===== src/hdl/assert_macros.svh =====
// Assertion macros shared by the crc combine RTL.
`ifndef ASSERT_MACROS_SVH
`define ASSERT_MACROS_SVH

// Clocked assertion, switched off while reset is asserted.
`define CCE_ASSERT(label, prop, msg) \
  label: assert property (@(posedge clk_i) disable iff (!rst_ni) (prop)) else $error(msg);

// Clocked assertion that also holds during reset.
`define CCE_ASSERT_ALWAYS(label, prop, msg) \
  label: assert property (@(posedge clk_i) (prop)) else $error(msg);

`endif


===== src/hdl/crc_comb_pkg.sv =====
// Package: types, constants and helpers of the crc combine engine.
`default_nettype none

package crc_comb_pkg;

  localparam int CRC_W           = 64;  // wide mode width
  localparam int NARROW_W        = 32;  // narrow mode width
  localparam int DIGIT_W         = 4;   // multiplier bits retired per cycle
  localparam int LEN_W           = 29;  // second_length port width
  localparam int LENGTH_BITS_DEF = 29;
  localparam int CFG_IDX_W       = 2;

  localparam int STEP_CNT_W = $clog2(CRC_W / DIGIT_W);
  localparam logic [STEP_CNT_W-1:0] WIDE_LAST   = STEP_CNT_W'(CRC_W / DIGIT_W - 1);
  localparam logic [STEP_CNT_W-1:0] NARROW_LAST = STEP_CNT_W'(NARROW_W / DIGIT_W - 1);

  // Configuration register indexes
  localparam logic [CFG_IDX_W-1:0] CFG_MODE  = 2'd0;
  localparam logic [CFG_IDX_W-1:0] CFG_NPOLY = 2'd1;
  localparam logic [CFG_IDX_W-1:0] CFG_WPOLY = 2'd2;

  typedef enum logic [3:0] {
    ST_IDLE  = 4'b0001,
    ST_ISSUE = 4'b0010,
    ST_RUN   = 4'b0100,
    ST_FINAL = 4'b1000
  } state_e;

  // Control handed to a mulmod unit
  typedef struct packed {
    logic start;
    logic wide;
  } mul_ctl_t;

  // One multiply-by-x step in the reflected domain
  function automatic logic [CRC_W-1:0] gf_step(input logic [CRC_W-1:0] v,
                                               input logic [CRC_W-1:0] p);
    return (v >> 1) ^ (v[0] ? p : '0);
  endfunction

endpackage

`default_nettype wire


===== src/hdl/crc_comb_mulmod.sv =====
// Digit-serial GF(2) multiply modulo P, reflected domain, 4 bits per cycle.
`default_nettype none

`include "assert_macros.svh"

module crc_comb_mulmod import crc_comb_pkg::*; (
  input  wire logic             clk_i,
  input  wire logic             rst_ni,
  input  wire mul_ctl_t         ctl_i,
  input  wire logic [CRC_W-1:0] a_i,
  input  wire logic [CRC_W-1:0] b_i,
  input  wire logic [CRC_W-1:0] poly_i,
  output logic      [CRC_W-1:0] prod_o,
  output logic                  done_o
);

  logic [CRC_W-1:0]      a_q, b_q, prod_q;
  logic [CRC_W-1:0]      b_w, p_w;
  logic [STEP_CNT_W-1:0] cnt_q;
  logic                  run_q, done_q;

  // a is scanned from its top bit (x^0 coefficient) down, one digit a cycle
  always_comb begin
    b_w = b_q;
    p_w = prod_q;
    for (int j = 0; j < DIGIT_W; j++) begin
      if (a_q[CRC_W-1-j]) begin
        p_w = p_w ^ b_w;
      end
      b_w = gf_step(b_w, poly_i);
    end
  end

  always_ff @(posedge clk_i or negedge rst_ni) begin
    if (!rst_ni) begin
      run_q  <= 1'b0;
      cnt_q  <= '0;
      done_q <= 1'b0;
    end else begin
      done_q <= run_q && (cnt_q == '0);
      if (ctl_i.start) begin
        run_q <= 1'b1;
        cnt_q <= ctl_i.wide ? WIDE_LAST : NARROW_LAST;
      end else if (run_q) begin
        cnt_q <= cnt_q - 1'b1;
        if (cnt_q == '0) begin
          run_q <= 1'b0;
        end
      end
    end
  end

  always_ff @(posedge clk_i) begin
    if (ctl_i.start) begin
      // narrow operands are top-aligned so the scan always starts at bit 63
      a_q    <= ctl_i.wide ? a_i : (a_i << NARROW_W);
      b_q    <= b_i;
      prod_q <= '0;
    end else if (run_q) begin
      a_q    <= a_q << DIGIT_W;
      b_q    <= b_w;
      prod_q <= p_w;
    end
  end

  assign prod_o = prod_q;
  assign done_o = done_q;

  `CCE_ASSERT(a_no_restart, ctl_i.start |-> !run_q, "mulmod started while running")
  `CCE_ASSERT(a_done_idle, done_q |-> !run_q, "mulmod done while still running")
  `CCE_ASSERT(a_last_done, (run_q && cnt_q == '0 && !ctl_i.start) |=> done_q,
              "mulmod last digit gave no done")

endmodule

`default_nettype wire


===== src/hdl/crc_combine_engine.sv =====
// Top level: CRC combine engine, x^(8*len) mod P by square-and-multiply.
//
//  channel   | direction | handshake               | payload
//  ----------+-----------+-------------------------+--------------------------------------
//  command   | in        | start / busy            | first_crc_i, second_crc_i,
//            |           |                         | second_length_i
//  result    | out       | done_o (1-cycle strobe) | combined_crc_o
//  config    | in        | cfg_valid_i/cfg_ready_o | cfg_index_i, cfg_data_i
//
// Passes: with m the bit length of 8*second_length, an item runs m square-and-multiply
//   passes, then one final acc*crc1 pass, on the two 4-bit digit-serial mulmod units
//   (64 bits wide, 32 narrow).
// Reset clears the sequencer and the config regs (wide mode, zero polynomials).
// One item at a time: busy stays high from accept until the result cycle.
// The receiver cannot stall; the result is shown for one cycle only.
`default_nettype none

`include "assert_macros.svh"

module crc_combine_engine import crc_comb_pkg::*; #(
  parameter int LENGTH_BITS = LENGTH_BITS_DEF
) (
  input  wire logic                 clk_i,
  input  wire logic                 rst_ni,
  // command
  input  wire logic                 start,
  output logic                      busy,
  input  wire logic [CRC_W-1:0]     first_crc_i,
  input  wire logic [CRC_W-1:0]     second_crc_i,
  input  wire logic [LEN_W-1:0]     second_length_i,
  // result
  output logic                      done_o,
  output logic [CRC_W-1:0]          combined_crc_o,
  // config
  input  wire logic                 cfg_valid_i,
  output logic                      cfg_ready_o,
  input  wire logic [CFG_IDX_W-1:0] cfg_index_i,
  input  wire logic [CRC_W-1:0]     cfg_data_i
);

  // bit count n = 8*len: three extra low bits
  localparam int N_W = LENGTH_BITS + 3;

  state_e state_q, state_d;

  logic                wide_q;
  logic [NARROW_W-1:0] npoly_q;
  logic [CRC_W-1:0]    wpoly_q;
  logic [CRC_W-1:0]    poly_w;

  logic [N_W-1:0]   n_q;
  logic [CRC_W-1:0] acc_q, pow_q, crc1_q, crc2_q, res_q;
  logic             done_q;
  logic             n_zero;

  mul_ctl_t         mul_ctl;
  logic [CRC_W-1:0] mul_a_b;
  logic [CRC_W-1:0] mul_a_prod, mul_b_prod;
  logic             mul_a_done, mul_b_done;

  logic             accept;
  logic [CRC_W-1:0] top_w;

  assign accept      = start && !busy;
  assign busy        = (state_q != ST_IDLE);
  assign cfg_ready_o = 1'b1;
  assign n_zero      = (n_q == '0);

  assign poly_w = wide_q ? wpoly_q : {{(CRC_W-NARROW_W){1'b0}}, npoly_q};
  // x^0 in the reflected domain sits at the top bit of the active width
  assign top_w  = wide_q ? {1'b1, {(CRC_W-1){1'b0}}}
                         : {{(CRC_W-NARROW_W){1'b0}}, 1'b1, {(NARROW_W-1){1'b0}}};

  // config writes: by contract the user writes them only while idle; the block does not enforce it
  always_ff @(posedge clk_i or negedge rst_ni) begin
    if (!rst_ni) begin
      wide_q  <= 1'b1;
      npoly_q <= '0;
      wpoly_q <= '0;
    end else if (cfg_valid_i && cfg_ready_o) begin
      case (cfg_index_i)
        CFG_MODE:  wide_q  <= cfg_data_i[0];
        CFG_NPOLY: npoly_q <= cfg_data_i[NARROW_W-1:0];
        CFG_WPOLY: wpoly_q <= cfg_data_i;
        default: ;  // unknown index: ignored
      endcase
    end
  end

  // sequencer: ISSUE starts one square (and multiply) pass per bit of n,
  // or the final acc*crc1 pass once n is exhausted
  always_comb begin
    state_d       = state_q;
    mul_ctl.start = 1'b0;
    mul_ctl.wide  = wide_q;
    case (state_q)
      ST_IDLE: begin
        if (accept) state_d = ST_ISSUE;
      end
      ST_ISSUE: begin
        mul_ctl.start = 1'b1;
        state_d       = n_zero ? ST_FINAL : ST_RUN;
      end
      ST_RUN: begin
        if (mul_b_done) state_d = ST_ISSUE;
      end
      ST_FINAL: begin
        if (mul_a_done) state_d = ST_IDLE;
      end
      default: state_d = ST_IDLE;
    endcase
  end

  always_ff @(posedge clk_i or negedge rst_ni) begin
    if (!rst_ni) begin
      state_q <= ST_IDLE;
      done_q  <= 1'b0;
    end else begin
      state_q <= state_d;
      done_q  <= (state_q == ST_FINAL) && mul_a_done;
    end
  end

  // datapath regs, no reset needed
  always_ff @(posedge clk_i) begin
    if (accept) begin
      crc1_q <= wide_q ? first_crc_i  : {{(CRC_W-NARROW_W){1'b0}}, first_crc_i[NARROW_W-1:0]};
      crc2_q <= wide_q ? second_crc_i : {{(CRC_W-NARROW_W){1'b0}}, second_crc_i[NARROW_W-1:0]};
      n_q    <= {second_length_i[LENGTH_BITS-1:0], 3'b000};
      acc_q  <= top_w;
      pow_q  <= top_w >> 1;
    end else if ((state_q == ST_RUN) && mul_b_done) begin
      if (n_q[0]) acc_q <= mul_a_prod;
      pow_q <= mul_b_prod;
      n_q   <= n_q >> 1;
    end
    if ((state_q == ST_FINAL) && mul_a_done) begin
      res_q <= mul_a_prod ^ crc2_q;
    end
  end

  // unit A: acc*power during the loop, acc*crc1 at the end
  assign mul_a_b = n_zero ? crc1_q : pow_q;

  crc_comb_mulmod u_mul_a (
    .clk_i  (clk_i),
    .rst_ni (rst_ni),
    .ctl_i  (mul_ctl),
    .a_i    (acc_q),
    .b_i    (mul_a_b),
    .poly_i (poly_w),
    .prod_o (mul_a_prod),
    .done_o (mul_a_done)
  );

  // unit B: power squared
  crc_comb_mulmod u_mul_b (
    .clk_i  (clk_i),
    .rst_ni (rst_ni),
    .ctl_i  (mul_ctl),
    .a_i    (pow_q),
    .b_i    (pow_q),
    .poly_i (poly_w),
    .prod_o (mul_b_prod),
    .done_o (mul_b_done)
  );

  assign done_o         = done_q;
  assign combined_crc_o = res_q;

  `CCE_ASSERT(a_accept_busy, accept |=> busy, "accepted beat did not raise busy")
  `CCE_ASSERT(a_strobe_single, done_o |=> !done_o, "result strobe longer than one cycle")
  `CCE_ASSERT(a_strobe_idle, done_o |-> !busy, "result strobe while still busy")
  `CCE_ASSERT(a_units_lockstep, mul_a_done == mul_b_done, "mulmod units out of step")

endmodule

`default_nettype wire

===== config.mk =====
export PLATFORM = sky130hd
export DESIGN_NAME = crc_combine_engine
export DESIGN_NICKNAME = d
export VERILOG_FILES = /design/src/hdl/crc_comb_pkg.sv /design/src/hdl/crc_comb_mulmod.sv /design/src/hdl/crc_combine_engine.sv
export VERILOG_INCLUDE_DIRS = /design/src /design/src/hdl
export SDC_FILE = /design/constraint.sdc
export NUM_CORES = 2
export LEC_CHECK = 0
export BUFFER_PORTS_ARGS = -buffer_cell sky130_fd_sc_hd__buf_2
export CAP_MARGIN = 20
export CORE_UTILIZATION = 30
export CTS_BUF_LIST = sky130_fd_sc_hd__clkbuf_2 sky130_fd_sc_hd__clkbuf_4 sky130_fd_sc_hd__clkbuf_8
export DETAILED_ROUTE_END_ITERATION = 8
export PLACE_DENSITY = 0.54
export SETUP_SLACK_MARGIN = 0.05
export SLEW_MARGIN = 30
export SYNTH_ARGS = -nofsm -noshare
export SYNTH_HDL_FRONTEND = slang
export SYNTH_SLANG_ARGS = --single-unit
export TNS_END_PERCENT = 50

===== constraint.sdc =====
create_clock -name clk_i -period 9.1 [get_ports clk_i]
set_clock_uncertainty 0.15 [all_clocks]
set_input_delay 2.73 -clock clk_i [delete_from_list [all_inputs] [get_ports clk_i]]
set_output_delay 2.73 -clock clk_i [all_outputs]
set_load 0.01 [all_outputs]

# Word level (Yosys, flattened, before mapping)
# Cells that the tools add are included.
# W data, S select, Z words.
[classes]
addsub = 2
mux = 53
bitwise = 17
n_reduce_logical = 19
eq_ne = 10
[op_table]
columns = ["operator", "count"]
rows = [
  ["$mux W64", 32],
  ["$xor A64 B64 Y64", 9],
  ["$xor A63 B64 Y64", 8],
  ["$mux W63", 2],
  ["$mux W32", 2],
  ["$mux W4", 9],
  ["$logic_not A32 Y1", 1],
  ["$pmux W4 S4", 1],
  ["$logic_not A4 Y1", 2],
  ["$reduce_and A2 Y1", 4],
  ["$reduce_bool A2 Y1", 4],
  ["$sub A4 B1 Y4 const B", 2],
  ["$mux W1", 7],
  ["$logic_and A1 B1 Y1", 5],
  ["$eq A4 B1 Y1 const B", 1],
  ["$eq A4 B2 Y1 const B", 1],
  ["$eq A4 B3 Y1 const B", 1],
  ["$eq A4 B4 Y1 const B", 1],
  ["$ne A2 B1 Y1 const B", 2],
  ["$ne A4 B1 Y1 const B", 1],
  ["$reduce_and A3 Y1", 1],
  ["$eq A2 B1 Y1 const B", 1],
  ["$eq A2 B2 Y1 const B", 1],
  ["$logic_not A2 Y1", 1],
  ["other kinds (2)", 2],
]
[word_totals]
inputBits = 227
register_bits = 850
word_cells = 128

# Longest topological paths before layout
[logic_depth]
ltp_word = 11
mapped_depth = 13
mapped_depth_nobuf = 8

# Hierarchy
# Synthesis repeated with hierarchy kept, for this count alone.
[hier_totals]
cells_unflattened = 5818
hier_area_um2 = 55797.3
[modules_own_cells]
columns = ["mod", "cells_per_inst", "n_inst", "area_per_inst_um2"]
rows = [
  ["crc_comb_mulmod", 2372, 2, 18878.1],
  ["crc_combine_engine", 1074, 1, 18041.1],
]

# Worst setup path after synthesis
# No wires, ideal clock.
[synth_path]
path_type = "reg2reg"
startpoint = "register state_q[0]"
endpoint = "register n_q[10], enable pin"
setup_slack_ns = 1.088
path_buffers = 1
stages_incl_launch_ff = 5
setup_ns = 0.670
t_arrival_ns = 7.192
path_cell_list = "dfstp_2 -> clkbuf_1 -> nor2_1 -> nand3_1 -> o21ai_0"
[synth_between]
elab_chain_cells = 4
[synth_rtl]
columns = ["element", "line", "rtl"]
rows = [
  ["from (decl)", "crc_combine_engine.sv:44", "state_e state_q, state_d;"],
  ["from (signal assigned)", "crc_combine_engine.sv:119", "state_q <= state_d;"],
  ["$ne A4 B1 Y1", "crc_combine_engine.sv:65", "assign busy = (state_q != ST_IDLE);"],
  ["$logic_not A1 Y1", "crc_combine_engine.sv:64", "assign accept = start && !busy;"],
  ["$logic_and A1 B1 Y1", "crc_combine_engine.sv:64", ""],
  ["$reduce_bool A2 Y1 (no line) *", "--", ""],
  ["to (signal assigned)", "crc_combine_engine.sv:129", "n_q <= {second_length_i[LENGTH_BITS-1:0], 3'b000};"],
  ["to (signal assigned)", "crc_combine_engine.sv:135", "n_q <= n_q >> 1;"],
  ["to (decl)", "crc_combine_engine.sv:51", "logic [N_W-1:0] n_q;"],
]
# Mark *: on every way between the ends. The rest lies on a longest branch, timed or not.
# A chain may end at the register's enable or synchronous reset.

# Final worst setup path
[layout_path]
startpoint = "register wide_q"
endpoint = "register u_mul_b.prod_q[63], in the netlist u_mul_b.prod_o[63]"
[layout_between]
elab_chain_cells = 9
[layout_rtl]
columns = ["element", "line", "rtl"]
rows = [
  ["from (decl)", "crc_combine_engine.sv:46", "logic wide_q;"],
  ["from (signal assigned)", "crc_combine_engine.sv:82", "CFG_MODE: wide_q <= cfg_data_i[0];"],
  ["$mux W64 *", "crc_combine_engine.sv:69", "assign poly_w = wide_q ? wpoly_q : {{(CRC_W-NARROW_W){1'b0}}, npoly_q};"],
  ["$mux W64", "crc_comb_pkg.sv:38", "return (v >> 1) ^ (v[0] ? p : '0);"],
  ["$xor A63 B64 Y64", "crc_comb_pkg.sv:38", ""],
  ["$xor A64 B64 Y64 or $mux W64 (tied branches)", "crc_comb_mulmod.sv:28, crc_comb_pkg.sv:38", ""],
  ["$mux W64 or $xor A63 B64 Y64 (tied branches)", "crc_comb_mulmod.sv:27, crc_comb_pkg.sv:38", ""],
  ["$xor A64 B64 Y64 or $mux W64 (tied branches)", "crc_comb_mulmod.sv:28, crc_comb_pkg.sv:38", ""],
  ["$mux W64 or $xor A63 B64 Y64 (tied branches)", "crc_comb_mulmod.sv:27, crc_comb_pkg.sv:38", ""],
  ["$xor A64 B64 Y64", "crc_comb_mulmod.sv:28", "p_w = p_w ^ b_w;"],
  ["$mux W64 *", "crc_comb_mulmod.sv:27", "if (a_q[CRC_W-1-j]) begin"],
  ["to (signal assigned)", "crc_comb_mulmod.sv:62", "prod_q <= p_w;"],
  ["to (decl)", "crc_comb_mulmod.sv:17", "logic [CRC_W-1:0] a_q, b_q, prod_q;"],
]
# Marks and branches as above.

==> impl_results.md <==
- F_max: 196 MHz
- Vias: 41000
- Initial DRC count: 4585
- Initial Utilization: 0.303
- Clk sink count: 850
- Root Buffer Master: clkbuf_8
- Crit path arrival time: 5.79 ns
- Top post-synthesis cells by area: edfxtp_1 35%, xnor2_1 8.3%, dfrtp_1 5.5%, xor2_1 5.5%, dfxtp_1 5.1%
- CTS H-tree lvls: 4
- Syn Std Cell Area: 51400 um^2
- Leading cell types by count after synthesis: 604 x edfxtp_1, 559 x nand2_1, 489 x xnor2_1
- PostCTS Resize Cnt: 0
- Row count: 151
- Core area: 170000 um^2
- Pre-antenna DRT Iters: 6
- First-pass GRT wire length: 263000 um
- Detail Route Antenna Nets: 0
- Reg-to-reg endpoint: u_mul_b.prod_o[63]
- Worst R2R Start: wide_q
- Post-synthesis mux area share: 0.0671
- TritonCTS Buffers: 160
- CP Capture Type: flop
- Worst-path clk slew: 0.06 ns
- Xor and xnor fraction of the mapped netlist area: 0.146
- Post-layout min period: 5.09 ns
- WL final: 181000 um
- Final Setup Violations: 0
- Required time of the critical path: 9.80 ns
- Vias in the first global route: 38900
- Maximum fanout along the worst path: 68
- Worst Hold Launch: u_mul_b.a_q[20]
- Count leader, synth: edfxtp_1
- FFs w/ async S/R, synth: 0.134
- Crit-path cells: mux2i_4, buf_4, nand3_1, nand4_1, buf_4, nand3_1, xnor2_1, or3_1, a21boi_1, mux2i_1
- Syn avg cell area: 9.95 um^2
- Largest net degree at the start of global routing: 216
- P per Cell Area: 484 nW/um^2
- Status: finished, final reports clean
- Post-CTS setup buffers: 0
- Synth top area share: 0.353
- Initial antenna violation count: 23
- RSZ-0062 raised after global routing: no
- Synth unique cells: 79
- Yosys reg bits: 850
- Synth Area in Adders: 0.000487
- Die Height: 416 um
- WS Path Type: reg -> reg
- Routed WL per cell: 23.6 um
- Dpl hpwl: 121000 um
- CTS tree: done
- Setup_tns: 0 ns
- Compound-Gate Fraction of Synth Area: 0.118
- Main combinational cell family by area after synthesis: simple AND/OR/NAND/NOR gates
- Synth warnings: 0
- Fin nets: 5538
- Quantity of I/O buffers inserted on ports: 292
- Most used DFF post-synth: edfxtp_1
- LEAKAGE: 21.5 nW
- Grt ovf: 0
- Min-Delay Endpoint: u_mul_b.a_q[24]
- Hold depth: 2
- Final Hold Fails: 0
- RePlAce Congestion: 0.878
- Post-synthesis sequential area ratio: 0.460
- Hold slack: 0.346 ns
- Final Cycle Share: 0.559
- Fin. max-slew vios: 0
- Reg2Reg Depth: 10
- Placed cell count: 7362
- Worst slew pin tran: 1.07 ns
- Routed vias/inst: 5.35
- Clock buffer depth: 3
- Maxcap violations: 0
- Leading area contributor after synthesis: edfxtp_1
- Largest stage delay, worst path: 0.85 ns
- Post-synth EDFFs: 604
- Layout cell share with drive strength beyond 1: 0.164
- Fin cells: 7671
- Max rail drop VDD: 0.000321 V
- Net Count, Synth: 5392
- Drc violations: 0
- Finished Core Util: 0.345
- Worst hold-check path type: reg -> reg
- Slew headroom: 0.285
- CP max stage cell: dfstp_4
- Top Ports: 294
- Simple logic cell fraction of the synthesized area: 0.175
- Startpoint types: flop
- Die Area: 173000 um^2
- R2r setup slk: 4.01 ns
- CTS Hold Bufs: 0
- Die Wd: 416 um
- Area delta synth->final: 13.9%
- Worst skew pair latency: 0.92 ns
- GRT Util Overall: 0.203
- Post-synthesis cell count: 5163
[routing by layer]
metal	track usage	share of wire
met3	0.0412	0.077
met1	0.268	0.43
met2	0.318	0.45
met5	0	0.00081
met4	0.0934	0.045
[per-stage QoR]
stage / worst slack [ns] / power, mW / cell area (um^2)
4_1_cts: 3.94 / 28.2 / 58400
2_1_floorplan: 1.09 / 20.0 / 51400
3_3_place_gp: 3.54 / 23.6 / 54700
6_report: 4.01 / 28.3 / 58500
3_5_place_dp: 3.48 / 23.9 / 54800
5_1_grt: 3.88 / 30.2 / 58500
[logic make-up (layout without fill, tap and decap cells)]
logic type,after synthesis,in the layout
DFF,850,850
adders and majority gates,2,2
AOI/OAI and AO/OA,921,921
buffers and inverters,409,692
muxes,302,302
other,1,8
and+or+nand+nor,1846,1846
xor gates and xnor gates,832,832
[registers in the layout (all words and copies together), names as in the netlist, 4 cells and up]
register / count
n_q: 32
u_mul_b.cnt_q: 4
u_mul_a.b_q: 64
crc2_q: 64
crc1_q: 64
npoly_q: 32
pow_q: 64
u_mul_a.prod_o: 64
state_q: 4
combined_crc_o: 64
u_mul_b.b_q: 64
u_mul_b.prod_o: 64
acc_q: 64
u_mul_b.a_q: 64
wpoly_q: 64
u_mul_a.a_q: 64
u_mul_a.cnt_q: 4
[power by group]
group          leakage, nW  switching (mW)  internal (mW)
clock                 1.90            1.81           2.42
sequential            8.36            1.55           6.48
combinational         11.2            9.37           6.67
total                 21.5            12.7           15.6
[critical path, delay by kind of cell (launching register included)]
| family | cells | cell delay [ns] |
|---|---|---|
| AOI/OAI and AO/OA | 1 | 0.18 |
| muxes | 2 | 0.50 |
| xor gates and xnor gates | 1 | 0.18 |
| buffers and inverters | 2 | 1.56 |
| and+or+nand+nor | 4 | 1.45 |
| DFF | 1 | 0.85 |
[worst max path at each step]
stage,start,endpoint,slack [ns],depth (start not counted)
finish,wide_q,u_mul_b.prod_o[63],4.01,10
global route,wide_q,u_mul_b.prod_o[63],3.88,10
CTS,state_q[0],busy,3.94,4
detailed placement,start,crc2_q[56],3.48,4
global placement,start,crc2_q[56],3.54,4
floorplan,state_q[0],n_q[10],1.09,4
[placed cells by master, fill, tap and decap left out, drive strengths merged, types with 35 or more instances in the layout]
| cell type | instances |
|---|---|
| dfrtp | 112 |
| nor3 | 99 |
| buf | 369 |
| and2 | 194 |
| nor2b | 35 |
| nor2 | 400 |
| dfxtp | 132 |
| edfxtp | 604 |
| nor4 | 186 |
| a22oi | 59 |
| xnor2 | 509 |
| a21boi | 62 |
| a21oi | 173 |
| xor2 | 320 |
| a211oi | 89 |
| nand3 | 215 |
| clkinv | 42 |
| and3 | 42 |
| o21ai | 244 |
| o22ai | 88 |
| mux2 | 130 |
| clkbuf | 236 |
| nand2 | 559 |
| mux2i | 172 |
[cell type report]
class | instances | area [um^2]
clock inverter | 63 | 617
tap | 2218 | 2780
timing repair buffer | 369 | 2220
sequential | 850 | 23600
clock buffer | 236 | 2980
inverter | 24 | 97.6
fill | 17200 | 111000
multi-input combinational | 3904 | 26100
antenna | 7 | 17.5
Power figures use the tool's default switching activity.
